$ cat src/sv/duhp_pkg.sv
// Shared types, character codes and helper functions for the data URI header parser.
`timescale 1ns / 1ps

package duhp_pkg;

    localparam int MAX_MIME_LENGTH_DEFAULT = 255;

    localparam logic [15:0] CH_NUL     = 16'h0000;
    localparam logic [15:0] CH_PLUS    = 16'h002B;
    localparam logic [15:0] CH_COMMA   = 16'h002C;
    localparam logic [15:0] CH_DASH    = 16'h002D;
    localparam logic [15:0] CH_DOT     = 16'h002E;
    localparam logic [15:0] CH_SLASH   = 16'h002F;
    localparam logic [15:0] CH_DIGIT_0 = 16'h0030;
    localparam logic [15:0] CH_DIGIT_4 = 16'h0034;
    localparam logic [15:0] CH_DIGIT_6 = 16'h0036;
    localparam logic [15:0] CH_DIGIT_9 = 16'h0039;
    localparam logic [15:0] CH_COLON   = 16'h003A;
    localparam logic [15:0] CH_SEMI    = 16'h003B;
    localparam logic [15:0] CH_EQUAL   = 16'h003D;
    localparam logic [15:0] CH_UPPER_A = 16'h0041;
    localparam logic [15:0] CH_UPPER_Z = 16'h005A;
    localparam logic [15:0] CH_LOWER_A = 16'h0061;
    localparam logic [15:0] CH_LOWER_B = 16'h0062;
    localparam logic [15:0] CH_LOWER_D = 16'h0064;
    localparam logic [15:0] CH_LOWER_E = 16'h0065;
    localparam logic [15:0] CH_LOWER_S = 16'h0073;
    localparam logic [15:0] CH_LOWER_T = 16'h0074;
    localparam logic [15:0] CH_LOWER_Z = 16'h007A;

    localparam logic [2:0] PREFIX_LEN = 3'd5;
    localparam logic [2:0] EXT_LEN    = 3'd6;

    typedef enum logic [7:0] {
        PH_PREFIX  = 8'b0000_0001,
        PH_MSTART  = 8'b0000_0010,
        PH_TYPE    = 8'b0000_0100,
        PH_SUBTYPE = 8'b0000_1000,
        PH_TOKEN   = 8'b0001_0000,
        PH_VALUE   = 8'b0010_0000,
        PH_PAYLOAD = 8'b0100_0000,
        PH_REJECT  = 8'b1000_0000
    } phase_t;

    typedef enum logic [1:0] {
        ST_SCAN    = 2'd0,
        ST_DONE    = 2'd1,
        ST_REJECT  = 2'd2,
        ST_PAYLOAD = 2'd3
    } status_t;

    typedef struct packed {
        phase_t      phase;
        logic [2:0]  match_index;
        logic        token_b64;
        logic [7:0]  char_count;
        logic [7:0]  count_at_semi;
        logic        base64_seen;
        logic [7:0]  mime_len;
    } parse_state_t;

    typedef struct packed {
        status_t     status;
        logic        base64_flag;
        logic [7:0]  mime_length;
        logic [15:0] payload_char;
    } result_t;

    localparam parse_state_t STATE_RESET = '{
        phase:         PH_PREFIX,
        match_index:   3'd0,
        token_b64:     1'b1,
        char_count:    8'd0,
        count_at_semi: 8'd0,
        base64_seen:   1'b0,
        mime_len:      8'd0
    };

    // "data:"
    function automatic logic [15:0] prefix_char(input logic [2:0] idx);
        logic [15:0] c;
        unique case (idx)
            3'd0:    c = CH_LOWER_D;
            3'd1:    c = CH_LOWER_A;
            3'd2:    c = CH_LOWER_T;
            3'd3:    c = CH_LOWER_A;
            3'd4:    c = CH_COLON;
            default: c = CH_NUL;
        endcase
        return c;
    endfunction

    // "base64"
    function automatic logic [15:0] ext_char(input logic [2:0] idx);
        logic [15:0] c;
        unique case (idx)
            3'd0:    c = CH_LOWER_B;
            3'd1:    c = CH_LOWER_A;
            3'd2:    c = CH_LOWER_S;
            3'd3:    c = CH_LOWER_E;
            3'd4:    c = CH_DIGIT_6;
            3'd5:    c = CH_DIGIT_4;
            default: c = CH_NUL;
        endcase
        return c;
    endfunction

    function automatic logic is_lower(input logic [15:0] c);
        return (c >= CH_LOWER_A) && (c <= CH_LOWER_Z);
    endfunction

    function automatic logic is_upper(input logic [15:0] c);
        return (c >= CH_UPPER_A) && (c <= CH_UPPER_Z);
    endfunction

    function automatic logic is_digit(input logic [15:0] c);
        return (c >= CH_DIGIT_0) && (c <= CH_DIGIT_9);
    endfunction

    function automatic logic is_subtype_char(input logic [15:0] c);
        return is_lower(c) || is_digit(c) || (c == CH_DASH) || (c == CH_DOT)
            || (c == CH_PLUS);
    endfunction

    function automatic logic is_token_char(input logic [15:0] c);
        return is_lower(c) || is_upper(c) || is_digit(c) || (c == CH_DASH);
    endfunction

endpackage

$ cat src/sv/duhp_in_if.sv
// Character input channel: valid/ready with one URI character per transfer.
`timescale 1ns / 1ps

interface duhp_in_if;
    logic        valid;
    logic        ready;
    logic [15:0] char_code;
    logic        first_of_url;

    modport source (output valid, output char_code, output first_of_url, input ready);
    modport sink   (input valid, input char_code, input first_of_url, output ready);
endinterface

$ cat src/sv/duhp_out_if.sv
// Result output channel: valid/ready with one status item per transfer.
`timescale 1ns / 1ps

interface duhp_out_if;
    logic        valid;
    logic        ready;
    logic [1:0]  status;
    logic        base64_flag;
    logic [7:0]  mime_length;
    logic [15:0] payload_char;

    modport source (output valid, output status, output base64_flag, output mime_length,
                    output payload_char, input ready);
    modport sink   (input valid, input status, input base64_flag, input mime_length,
                    input payload_char, output ready);
endinterface

$ cat src/sv/duhp_step.sv
// Next-state and result logic of the header recognizer for one character.
`timescale 1ns / 1ps

module duhp_step #(
    parameter int MAX_MIME_LENGTH = duhp_pkg::MAX_MIME_LENGTH_DEFAULT
) (
    input  duhp_pkg::parse_state_t state,
    input  logic [15:0]            char_code,
    input  logic                   first_of_url,
    output duhp_pkg::parse_state_t state_next,
    output duhp_pkg::result_t      result
);

    localparam logic [7:0] LEN_LIMIT = (MAX_MIME_LENGTH > 255) ? 8'd255
                                                               : 8'(MAX_MIME_LENGTH);

    function automatic logic [7:0] bump(input logic [7:0] v);
        return (v < LEN_LIMIT) ? v + 8'd1 : v;
    endfunction

    duhp_pkg::parse_state_t cur;
    duhp_pkg::parse_state_t nxt;
    duhp_pkg::status_t      status;
    logic [15:0]            pass;
    logic [15:0]            c;

    always_comb
    begin
        c      = char_code;
        cur    = first_of_url ? duhp_pkg::STATE_RESET : state;
        nxt    = cur;
        status = duhp_pkg::ST_SCAN;
        pass   = '0;

        unique case (cur.phase)
            duhp_pkg::PH_PREFIX:
            begin
                if (cur.match_index < duhp_pkg::PREFIX_LEN
                    && c == duhp_pkg::prefix_char(cur.match_index))
                begin
                    if (cur.match_index == duhp_pkg::PREFIX_LEN - 3'd1)
                    begin
                        nxt.match_index = 3'd0;
                        nxt.phase       = duhp_pkg::PH_MSTART;
                    end
                    else
                    begin
                        nxt.match_index = cur.match_index + 3'd1;
                    end
                end
                else
                begin
                    nxt.phase = duhp_pkg::PH_REJECT;
                end
            end
            duhp_pkg::PH_MSTART:
            begin
                priority if (c == duhp_pkg::CH_SEMI)
                begin
                    nxt.count_at_semi = cur.char_count;
                    nxt.char_count    = bump(cur.char_count);
                    nxt.match_index   = 3'd0;
                    nxt.token_b64     = 1'b1;
                    nxt.phase         = duhp_pkg::PH_TOKEN;
                end
                else if (c == duhp_pkg::CH_COMMA)
                begin
                    nxt.mime_len    = 8'd0;
                    nxt.base64_seen = 1'b0;
                    nxt.phase       = duhp_pkg::PH_PAYLOAD;
                    status          = duhp_pkg::ST_DONE;
                end
                else if (duhp_pkg::is_lower(c))
                begin
                    nxt.char_count = bump(cur.char_count);
                    nxt.phase      = duhp_pkg::PH_TYPE;
                end
                else if (c == duhp_pkg::CH_SLASH)
                begin
                    nxt.char_count = bump(cur.char_count);
                    nxt.phase      = duhp_pkg::PH_SUBTYPE;
                end
                else
                begin
                    nxt.phase = duhp_pkg::PH_REJECT;
                end
            end
            duhp_pkg::PH_TYPE:
            begin
                priority if (duhp_pkg::is_lower(c))
                begin
                    nxt.char_count = bump(cur.char_count);
                end
                else if (c == duhp_pkg::CH_SLASH)
                begin
                    nxt.char_count = bump(cur.char_count);
                    nxt.phase      = duhp_pkg::PH_SUBTYPE;
                end
                else
                begin
                    nxt.phase = duhp_pkg::PH_REJECT;
                end
            end
            duhp_pkg::PH_SUBTYPE:
            begin
                priority if (duhp_pkg::is_subtype_char(c))
                begin
                    nxt.char_count = bump(cur.char_count);
                end
                else if (c == duhp_pkg::CH_SEMI)
                begin
                    nxt.count_at_semi = cur.char_count;
                    nxt.char_count    = bump(cur.char_count);
                    nxt.match_index   = 3'd0;
                    nxt.token_b64     = 1'b1;
                    nxt.phase         = duhp_pkg::PH_TOKEN;
                end
                else if (c == duhp_pkg::CH_COMMA)
                begin
                    nxt.mime_len    = cur.char_count;
                    nxt.base64_seen = 1'b0;
                    nxt.phase       = duhp_pkg::PH_PAYLOAD;
                    status          = duhp_pkg::ST_DONE;
                end
                else
                begin
                    nxt.phase = duhp_pkg::PH_REJECT;
                end
            end
            duhp_pkg::PH_TOKEN:
            begin
                priority if (duhp_pkg::is_token_char(c))
                begin
                    nxt.char_count = bump(cur.char_count);
                    if (cur.token_b64 && cur.match_index < duhp_pkg::EXT_LEN
                        && c == duhp_pkg::ext_char(cur.match_index))
                    begin
                        nxt.match_index = cur.match_index + 3'd1;
                    end
                    else
                    begin
                        nxt.token_b64 = 1'b0;
                    end
                end
                else if (c == duhp_pkg::CH_COMMA)
                begin
                    // bare token before the comma must be exactly the base64 extension
                    if (cur.token_b64 && cur.match_index == duhp_pkg::EXT_LEN)
                    begin
                        nxt.mime_len    = cur.count_at_semi;
                        nxt.base64_seen = 1'b1;
                        nxt.phase       = duhp_pkg::PH_PAYLOAD;
                        status          = duhp_pkg::ST_DONE;
                    end
                    else
                    begin
                        nxt.phase = duhp_pkg::PH_REJECT;
                    end
                end
                else if (c == duhp_pkg::CH_EQUAL)
                begin
                    nxt.char_count = bump(cur.char_count);
                    nxt.phase      = duhp_pkg::PH_VALUE;
                end
                else
                begin
                    nxt.phase = duhp_pkg::PH_REJECT;
                end
            end
            duhp_pkg::PH_VALUE:
            begin
                priority if (c == duhp_pkg::CH_SEMI)
                begin
                    nxt.count_at_semi = cur.char_count;
                    nxt.char_count    = bump(cur.char_count);
                    nxt.match_index   = 3'd0;
                    nxt.token_b64     = 1'b1;
                    nxt.phase         = duhp_pkg::PH_TOKEN;
                end
                else if (c == duhp_pkg::CH_COMMA)
                begin
                    nxt.mime_len    = cur.char_count;
                    nxt.base64_seen = 1'b0;
                    nxt.phase       = duhp_pkg::PH_PAYLOAD;
                    status          = duhp_pkg::ST_DONE;
                end
                else if (c == duhp_pkg::CH_NUL)
                begin
                    nxt.phase = duhp_pkg::PH_REJECT;
                end
                else
                begin
                    nxt.char_count = bump(cur.char_count);
                end
            end
            duhp_pkg::PH_PAYLOAD:
            begin
                status = duhp_pkg::ST_PAYLOAD;
                pass   = c;
            end
            default:
            begin
                nxt.phase = duhp_pkg::PH_REJECT;
            end
        endcase

        if (nxt.phase == duhp_pkg::PH_REJECT)
        begin
            status = duhp_pkg::ST_REJECT;
        end

        state_next          = nxt;
        result.status       = status;
        result.base64_flag  = nxt.base64_seen;
        result.mime_length  = nxt.mime_len;
        result.payload_char = pass;
    end

endmodule

$ cat src/sv/data_uri_header_parser_core.sv
// Data URI header parser: one character in, one status result out per transfer.
// Each character passes the input register, then the result register; a stalled result
// register holds the character in the input register until the receiver takes a result.
// Throughput: one character per cycle unless results.ready stalls; the phase register updates once per character.
// The result register holds a finished item while the next one is taken in.
// Reset (rst_n low, asynchronous) clears both stages and returns the parser to the prefix.
`timescale 1ns / 1ps

module data_uri_header_parser_core #(
    parameter int MAX_MIME_LENGTH = duhp_pkg::MAX_MIME_LENGTH_DEFAULT
) (
    input  logic        clk,
    input  logic        rst_n,
    duhp_in_if.sink     chars,
    duhp_out_if.source  results
);

    logic                   hold_valid_reg;
    logic [15:0]            hold_char_reg;
    logic                   hold_first_reg;
    duhp_pkg::parse_state_t state_reg;
    logic                   out_valid_reg;
    duhp_pkg::result_t      out_data_reg;

    duhp_pkg::parse_state_t state_next;
    duhp_pkg::result_t      step_result;
    logic                   advance;
    logic                   fire;
    logic                   take;

    assign advance     = !out_valid_reg || results.ready;
    assign fire        = hold_valid_reg && advance;
    assign chars.ready = !hold_valid_reg || advance;
    assign take        = chars.valid && chars.ready;

    duhp_step #(
        .MAX_MIME_LENGTH (MAX_MIME_LENGTH)
    ) u_step (
        .state        (state_reg),
        .char_code    (hold_char_reg),
        .first_of_url (hold_first_reg),
        .state_next   (state_next),
        .result       (step_result)
    );

    always_ff @(posedge clk or negedge rst_n)
    begin
        if (!rst_n)
        begin
            hold_valid_reg <= 1'b0;
            out_valid_reg  <= 1'b0;
            state_reg      <= duhp_pkg::STATE_RESET;
        end
        else
        begin
            if (chars.ready)
            begin
                hold_valid_reg <= chars.valid;
            end
            if (advance)
            begin
                out_valid_reg <= hold_valid_reg;
            end
            if (fire)
            begin
                state_reg <= state_next;
            end
        end
    end

    always_ff @(posedge clk)
    begin
        if (take)
        begin
            hold_char_reg  <= chars.char_code;
            hold_first_reg <= chars.first_of_url;
        end
        if (fire)
        begin
            out_data_reg <= step_result;
        end
    end

    assign results.valid        = out_valid_reg;
    assign results.status       = out_data_reg.status;
    assign results.base64_flag  = out_data_reg.base64_flag;
    assign results.mime_length  = out_data_reg.mime_length;
    assign results.payload_char = out_data_reg.payload_char;

endmodule

$ cat src/flat_wrapper.sv
// flat-port wrapper written by rule: the top's interface ports become plain ports
module data_uri_header_parser_core_flat 
#(
    parameter int MAX_MIME_LENGTH = duhp_pkg::MAX_MIME_LENGTH_DEFAULT
)
  (clk, rst_n, chars_valid, chars_char_code, chars_first_of_url, chars_ready, results_valid, results_status, results_base64_flag, results_mime_length, results_payload_char, results_ready);
  duhp_in_if chars_i ();
  duhp_out_if results_i ();
  input  logic clk;
  input  logic rst_n;
  input wire logic [$bits(chars_i.valid)-1:0] chars_valid;
  input wire logic [$bits(chars_i.char_code)-1:0] chars_char_code;
  input wire logic [$bits(chars_i.first_of_url)-1:0] chars_first_of_url;
  output wire logic [$bits(chars_i.ready)-1:0] chars_ready;
  output wire logic [$bits(results_i.valid)-1:0] results_valid;
  output wire logic [$bits(results_i.status)-1:0] results_status;
  output wire logic [$bits(results_i.base64_flag)-1:0] results_base64_flag;
  output wire logic [$bits(results_i.mime_length)-1:0] results_mime_length;
  output wire logic [$bits(results_i.payload_char)-1:0] results_payload_char;
  input wire logic [$bits(results_i.ready)-1:0] results_ready;
  assign chars_i.valid = chars_valid;
  assign chars_i.char_code = chars_char_code;
  assign chars_i.first_of_url = chars_first_of_url;
  assign chars_ready = chars_i.ready;
  assign results_valid = results_i.valid;
  assign results_status = results_i.status;
  assign results_base64_flag = results_i.base64_flag;
  assign results_mime_length = results_i.mime_length;
  assign results_payload_char = results_i.payload_char;
  assign results_i.ready = results_ready;
  data_uri_header_parser_core #(.MAX_MIME_LENGTH(MAX_MIME_LENGTH)) u_core (.clk(clk), .rst_n(rst_n), .chars(chars_i), .results(results_i));
endmodule
$ cat config.mk
export PLATFORM = sky130hd
export DESIGN_NAME = data_uri_header_parser_core_flat
export DESIGN_NICKNAME = d
export VERILOG_FILES = /design/src/sv/duhp_pkg.sv /design/src/sv/duhp_in_if.sv /design/src/sv/duhp_out_if.sv /design/src/sv/duhp_step.sv /design/src/sv/data_uri_header_parser_core.sv /design/src/flat_wrapper.sv
export SDC_FILE = /design/constraint.sdc
export NUM_CORES = 1
export LEC_CHECK = 0
export ABC_AREA = 1
export BUFFER_PORTS_ARGS = -buffer_cell sky130_fd_sc_hd__buf_2
export CAP_MARGIN = 20
export CORE_MARGIN = 2
export CORE_UTILIZATION = 47
export CTS_CLUSTER_SIZE = 24
export DETAILED_ROUTE_END_ITERATION = 6
export PLACE_DENSITY = 0.65
export SYNTH_ARGS = -nofsm -noshare
export SYNTH_HDL_FRONTEND = slang
export SYNTH_SLANG_ARGS = --single-unit
$ cat constraint.sdc
create_clock -name clk -period 2.4 [get_ports clk]
set_input_delay 0.48 -clock clk [delete_from_list [all_inputs] [get_ports clk]]
set_output_delay 0.48 -clock clk [all_outputs]
set_load 0.02 [all_outputs]
==> results of run 1 <==
==> placed cells by master (no fill, tap or decap), drive strengths merged <==
master,count
bufinv,1
o21a,1
inv,101
and3,1
nand4,18
a21oi,36
nand3,103
nand3b,2
dfstp,2
dfrtp,37
edfxtp,44
o211ai,5
nor2,112
a31oi,4
nor3b,2
nand2,254
ha,2
xor2,5
o2111ai,1
clkinvlp,1
o21ai,39
buf,140
nor3,13
o21bai,2
a22oi,8
a21boi,1
clkinv,8
clkbuf,9
and2,1
==> how the worst max path moves through the flow <==
stage,startpoint,end,cells after the start
floorplan,u_core.hold_first_reg,u_core.state_reg[23],16
global placement,u_core.hold_char_reg[4],u_core.state_reg[20],13
detailed placement,u_core.hold_char_reg[12],u_core.state_reg[19],12
CTS,u_core.hold_first_reg,u_core.results.status[1],16
global route,u_core.hold_first_reg,u_core.results.status[1],17
finish,u_core.hold_char_reg[12],u_core.state_reg[19],12
==> area by class of cell <==
type                            instances  area (um^2)
Clock inverter                          7         67.6
Fill cell                            1118         4680
Clock buffer                            9          225
Timing Repair Buffer                  140          972
Multi-Input combinational cell        610         3200
Sequential cell                        83         2300
Inverter                              104          405
Tap cell                              168          210
==> critical path, stage by stage (launching register included) <==
cell and delay [ps]:
edfxtp_1 390, nor2_1 160, nand2_1 130, nor2_4 230
buf_4 150, buf_4 110, nand3_1 160, nand4_2 250
nand2_2 100, nor2_2 160, nand2_1 130, a21boi_1 150
nand2_1 70
==> through the flow <==
stage / setup slack [ps] / util [%]
2_1_floorplan: 169 / -
3_3_place_gp: 19.8 / 54.8
3_5_place_dp: -19.4 / 54.8
4_1_cts: 4.22 / 57.5
5_1_grt: -44.3 / 61.2
6_report: 91.4 / 61.2
==> logic make-up after synthesis <==
kind of cell,count (synthesis),share of synthesized area (%)
AND/OR/NAND/NOR,506,41.2
buffers and inverters,124,8.80
AO/OA/AOI/OAI,97,9.23
flip-flops,83,39.5
XOR/XNOR,5,0.753
adder cells (fa/ha/maj),2,0.430
==> metal layers <==
metal  up-vias  part of all wire (%)
met2       312                    45
met4         0                   2.1
met1      2886                    43
li1       2941                     -
met3        43                   9.3
met5         -                     0
==> timing repair <==
item                       CTS  global route
setup buffers                3            28
setup endpoints to repair    3            39
gates resized for setup      1            67
pin swaps                    2            18
==> where the power goes <==
group          switching [W]  internal, W
logic                0.00104     0.000526
clock network       0.000606     0.000803
registers           0.000144      0.00176
==> summary.md, run 1 <==
| Metric | Value |
|---|---|
| Status | completed |
| Crit Path Class | reg2reg |
| Relative slew margins | 66.6% |
| CP Launch Type | register |
| Share of post-route cells with drive strength above 1 | 28.2% |
| Final min period | about 2300 ps |
| Final Hold Fails | 0 |
| R2R cell count | 12 |
| Synth area leaders | edfxtp_1, dfrtp_1, nand2_1, nand3_1, nor2_1 |
| Mapped cell area | 5820 um^2 |
| Worst reg2reg endpoint | u_core.state_reg[19] |
| Number of flip-flops in the largest register | 37 |
| Reg2Reg Launch Point | u_core.hold_char_reg[12] |
| Post-synthesis cell type count | 41 |
| CTS root buffer | clkbuf_16 |
| Top-count cell post-synth | nand2_1 |
| Mapped Avg Cell Area | 7.12 um^2 |
| CTS buffer count | 9 |
| Slew @ Worst Pin | 501 ps |
| Hold WC Path Type | in2async |
| Unrepaired setup endpoints after global routing | yes |
| CTS tree | built |
| Req. time, crit path | 2640 ps |
| Synth top area share | 22.7% |
| Total vias in the final route | 6,182 |
| Largest area contributor in the netlist | edfxtp_1 |
| Leak Pwr | about 3.7 nW |
| Cell Pwr Density | 661 nW/um^2 |
| Synth Flop Type | edfxtp_1 |
| Grt total ovfl | 0 |
| Post-synth top cells | nand2_1, nor2_1, nand3_1 |
| PortBufs | 49 |
| Mapped Nets | 840 |
| Post-route insts no fill | 1,121 |
| Setup total negative slack | 0 ps |
| H-tree levels | 3 |
| Clock Sinks | 83 |
| Slew Limit Fails | 0 |
| Largest net degree at the start of global routing | 41 |
| Global-route usage over all layers | 29.1% |
| Initial core utilization | 48.2% |
| Max Freq | 433 MHz |
| Max Cap Viol | 0 |
| Core Region | 12,100 um^2 |
| Post-route cell area | 7380 um^2 |
| GP Congestion | 1.04 |
| Post-route antenna net violation count | 0 |
| Initial antenna violation count | 0 |
| Yosys reg bits | 83 |
| Layout net count | 971 |
| Ant diodes | 0 |
| Vias in the first global route | approximately 5,700 |
| Crit. End Element | register |
| Clock latency on the worst-skew pair | 360 ps |
| Die W | 115 um |
| CP Max Fanout | 8 |
| DP Wirelength | 13,700 um |
| Critical Path AT | 2540 ps |
| CTS Buffer Depth | 2 |
| First-pass GRT wire length | 29,600 um |
| Yosys warning count | 0 |
| Die ar. | 13,300 um^2 |
| M3 GR Usage | 7.17% |
| VDD IR-drop max | about 0.38 mV |
| 1st-pass router iterations | 6 |
| # rows | 40 |
| Grt met1 use | 41.2% |
| Clock Skew | ~15 ps |
| Power Total | 0.00487 W |
| Fin Hold WS | ~41 ps |
| Total wire length | about 19,000 um |
| Post-CTS Hold Buffers | 0 |
| Io pins | 50 |
| Final Setup Violations | 0 |
| Placed Cells incl. Taps | around 1,100 |
| Initial drt markers | 739 |
| Clock-pin slew on the worst setup and hold paths | 80 ps |
| Final period util | 96.2% |
| Die height | 115 um |
| Vias per cell | 5.51 |
| R2R setup slack | 90 ps |
| M2 GR Usage | around 45% |
| Area grow syn2layout | 26.9% |
| Placement Cell Area | 6610 um^2 |
| Cells after Synth | around 820 |
| Register area share after synthesis | 39.5% |
| Remaining DRCs | 0 |
| Post-synth EDFFs | 44 |
| Average wire per cell in the routed design | approximately 17 um |
| Synth async-reset ratio | ~47% |
| GR peak layer | met2 |
Power figures use the tool's default switching activity.
==> inputs of run 2 (changes only) <==
- clock period: 2.4 -> 2.5 ns (I/O delays scaled with it)
==> summary.md, run 2 (synthesis gave the netlist of run 1 again) <==
| Metric | Value |
|---|---|
| Die ar. | 13,300 um^2 (unchanged) |
| CTS root buffer | clkbuf_16 |
| Critical Path AT | 2690 ps (+150 ps) |
| Ant diodes | 0 (unchanged) |
| Clock power frac | 28.7% (-0.2 points) |
| CP Max Fanout | 6 (-2) |
| Slew @ Worst Pin | 677 ps (+176 ps) |
| R2R setup slack | 110 ps (+20 ps) |
| DP Worst Slack | 24.6 ps (+44.1 ps) |
| Fin Hold WS | 174 ps (+133 ps) |
| H-tree levels | 3 (unchanged) |
| Post-route antenna net violation count | 0 (unchanged) |
| CTS buffer count | 9 (unchanged) |
| Number of flip-flops in the largest register | 37 (unchanged) |
| Reg2Reg Launch Point | u_core.hold_first_reg |
| Initial antenna violation count | 0 (unchanged) |
| Core Region | 12,100 um^2 (unchanged) |
| Req. time, crit path | 2810 ps (+170 ps) |
| Vias per cell | 5.42 (-1.7%) |
| Clock Sinks | 83 (unchanged) |
| CTS Buffer Depth | 2 (unchanged) |
| Sw frac | 37.5% (+0.82 points) |
| Post-CTS Hold Buffers | 0 (unchanged) |
| Grt total ovfl | 0 (unchanged) |
| Die W | 115 um (unchanged) |
| Cell internal pwr | 0.00282 W (-8.5%) |
| Vias in the first global route | 5,460 (-4.1%) |
| R2R cell count | 15 (+3) |
| CTS tree | built |
| Status | completed |
| Setup ws final | 113 ps (+22.1 ps) |
| Clock-pin slew on the worst setup and hold paths | 80 ps (about the same) |
| Total vias in the final route | 5,884 (-4.8%) |
| Final min period | 2390 ps (+77.9 ps) |
| # rows | 40 (unchanged) |
| Crit. End Element | register |
| Leak Pwr | 3.50 nW (-6.1%) |
| Most frequent cells in the layout | nand2_1, nor2_1, nand3_1, inv_1, buf_4 |
| Unrepaired setup endpoints after global routing | yes |
| Cell Pwr Density | 651 nW/um^2 (-1.4%) |
| Die height | 115 um (unchanged) |
| First-pass GRT wire length | 27,900 um (-5.8%) |
| DP Wirelength | 13,300 um (-3.1%) |
| Initial core utilization | 48.2% (unchanged) |
| 1st-pass router iterations | 5 (-1) |
| Global-route usage over all layers | 27.5% (-1.6 points) |
| Largest net degree at the start of global routing | 42 (+2.4%) |
| Most common cell after layout, fill and taps aside | nand2_1 |
| Layout net count | 935 (-3.7%) |
| Power Total | 0.00452 W (-7.3%) |
| Switching Power | 0.00169 W (-5.3%) |
| Hold WC Path Type | in2async |
| GP Congestion | 0.972 (-6.4%) |
| Max Cap Viol | 0 (unchanged) |
| Crit Path Class | reg2reg |
| Max Freq | 419 MHz (-3.3%) |
| Comb power frac | 31.0% (-1.1 points) |
| Area grow syn2layout | 19.2% |
| Final Setup Violations | 0 (unchanged) |
| Reg power frac | 40.3% (+1.3 points) |
| Clock Skew | 12.8 ps (-2.31 ps) |
| Setup total negative slack | 0 ps (unchanged) |
| CP Launch Type | register |
| Average wire per cell in the routed design | 16.2 um (-3.7%) |
| Remaining DRCs | 0 (unchanged) |
| Relative slew margins | 54.9% (-12 points) |
| PortBufs | 49 (unchanged) |
| Worst reg2reg endpoint | u_core.state_reg[18] |
| VDD IR-drop max | 0.398 mV (+5.9%) |
| Io pins | 50 (unchanged) |
| Final Hold Fails | 0 (unchanged) |
| Share of post-route cells with drive strength above 1 | 22.6% (-5.7 points) |
| Slew Limit Fails | 0 (unchanged) |
| Fin util | 57.5% (-3.7 points) |
| Initial drt markers | 673 (-8.9%) |
| Clock latency on the worst-skew pair | 360 ps (about the same) |
| Final period util | 95.5% (-0.73 points) |
| Total wire length | 17,600 um (-6.8%) |
run 2: cell types whose count changed in the layout (fill, tap and decap cells not counted), sizes merged:
cell      before  now
clkbuf         9   10
bufinv         1    0
clkinvlp       1    2
clkinv         8    6
inv          101  102
buf          140  104
run 2: per-layer routing:
layer | up-vias | GRT usage [%] | share of wire, % | wire length (um)
met2 | 261 | 42.2 | 44 | 7760
met1 | 2729 | 39.3 | 46 | 8160
met5 | - | 0 | 0 | 0
met3 | 31 | 5.80 | 7.9 | 1390
li1 | 2863 | - | - | -
met4 | 0 | 7.87 | 1.7 | 299
run 2: worst max path at each step:
stage / from / endpoint / slack, ps / cells past startpoint
after global routing: u_core.hold_first_reg / u_core.state_reg[26] / -50 / 13
final: u_core.hold_first_reg / u_core.state_reg[18] / 110 / 15
after detailed placement: u_core.hold_first_reg / u_core.results.status[1] / 20 / 13
after CTS: u_core.hold_first_reg / u_core.results.status[1] / 3 / 16
after floorplan: u_core.hold_first_reg / u_core.state_reg[23] / 270 / 16
after global placement: u_core.hold_first_reg / u_core.results.status[1] / 90 / 13
run 2: through the flow:
step / instances / instance area (um^2)
after floorplan: 817 / 5820
after global placement: 1062 / 6540
after detailed placement: 1062 / 6540
after CTS: 1078 / 6820
after global routing: 1085 / 6930
final: 1085 / 6930
run 2: power by group through the flow:
stage,clock [W],combinational [W],sequential (W)
2_1_floorplan,0,0.000864,0.00188
3_3_place_gp,0,0.00133,0.00184
3_5_place_dp,0,0.00134,0.00184
4_1_cts,0.00131,0.00135,0.00182
5_1_grt,0.00136,0.00156,0.00185
6_report,0.00130,0.00140,0.00182
run 2: critical path, cell delays in order (launching register included):
cell and delay [ps]:
edfxtp_1 500, buf_12 190, nor2_2 120, ha_2 200, nand2_1 100, nor2_4 140, nand2_2 130, o21ai_1 340
nand2_1 130, nand3_1 100, nand2_1 60, nand3_1 60, o21ai_0 80, nand2_1 100, nand2_1 50, nand2_1 50
run 2: what timing repair did:
item                                    CTS  global route
resized for setup                         1            22
setup buffers                             0             7
endpoints found under the setup margin    1            32
pin swaps                                 0             7
run 2: cell type report:
class,instances,area [um^2]
repair buffers,104,687
clock inverters,6,50.0
well taps,168,210
inverters,104,393
multi-input cells,610,3070
fillers,1152,5130
clock buffers,10,229
flip-flops and latches,83,2300
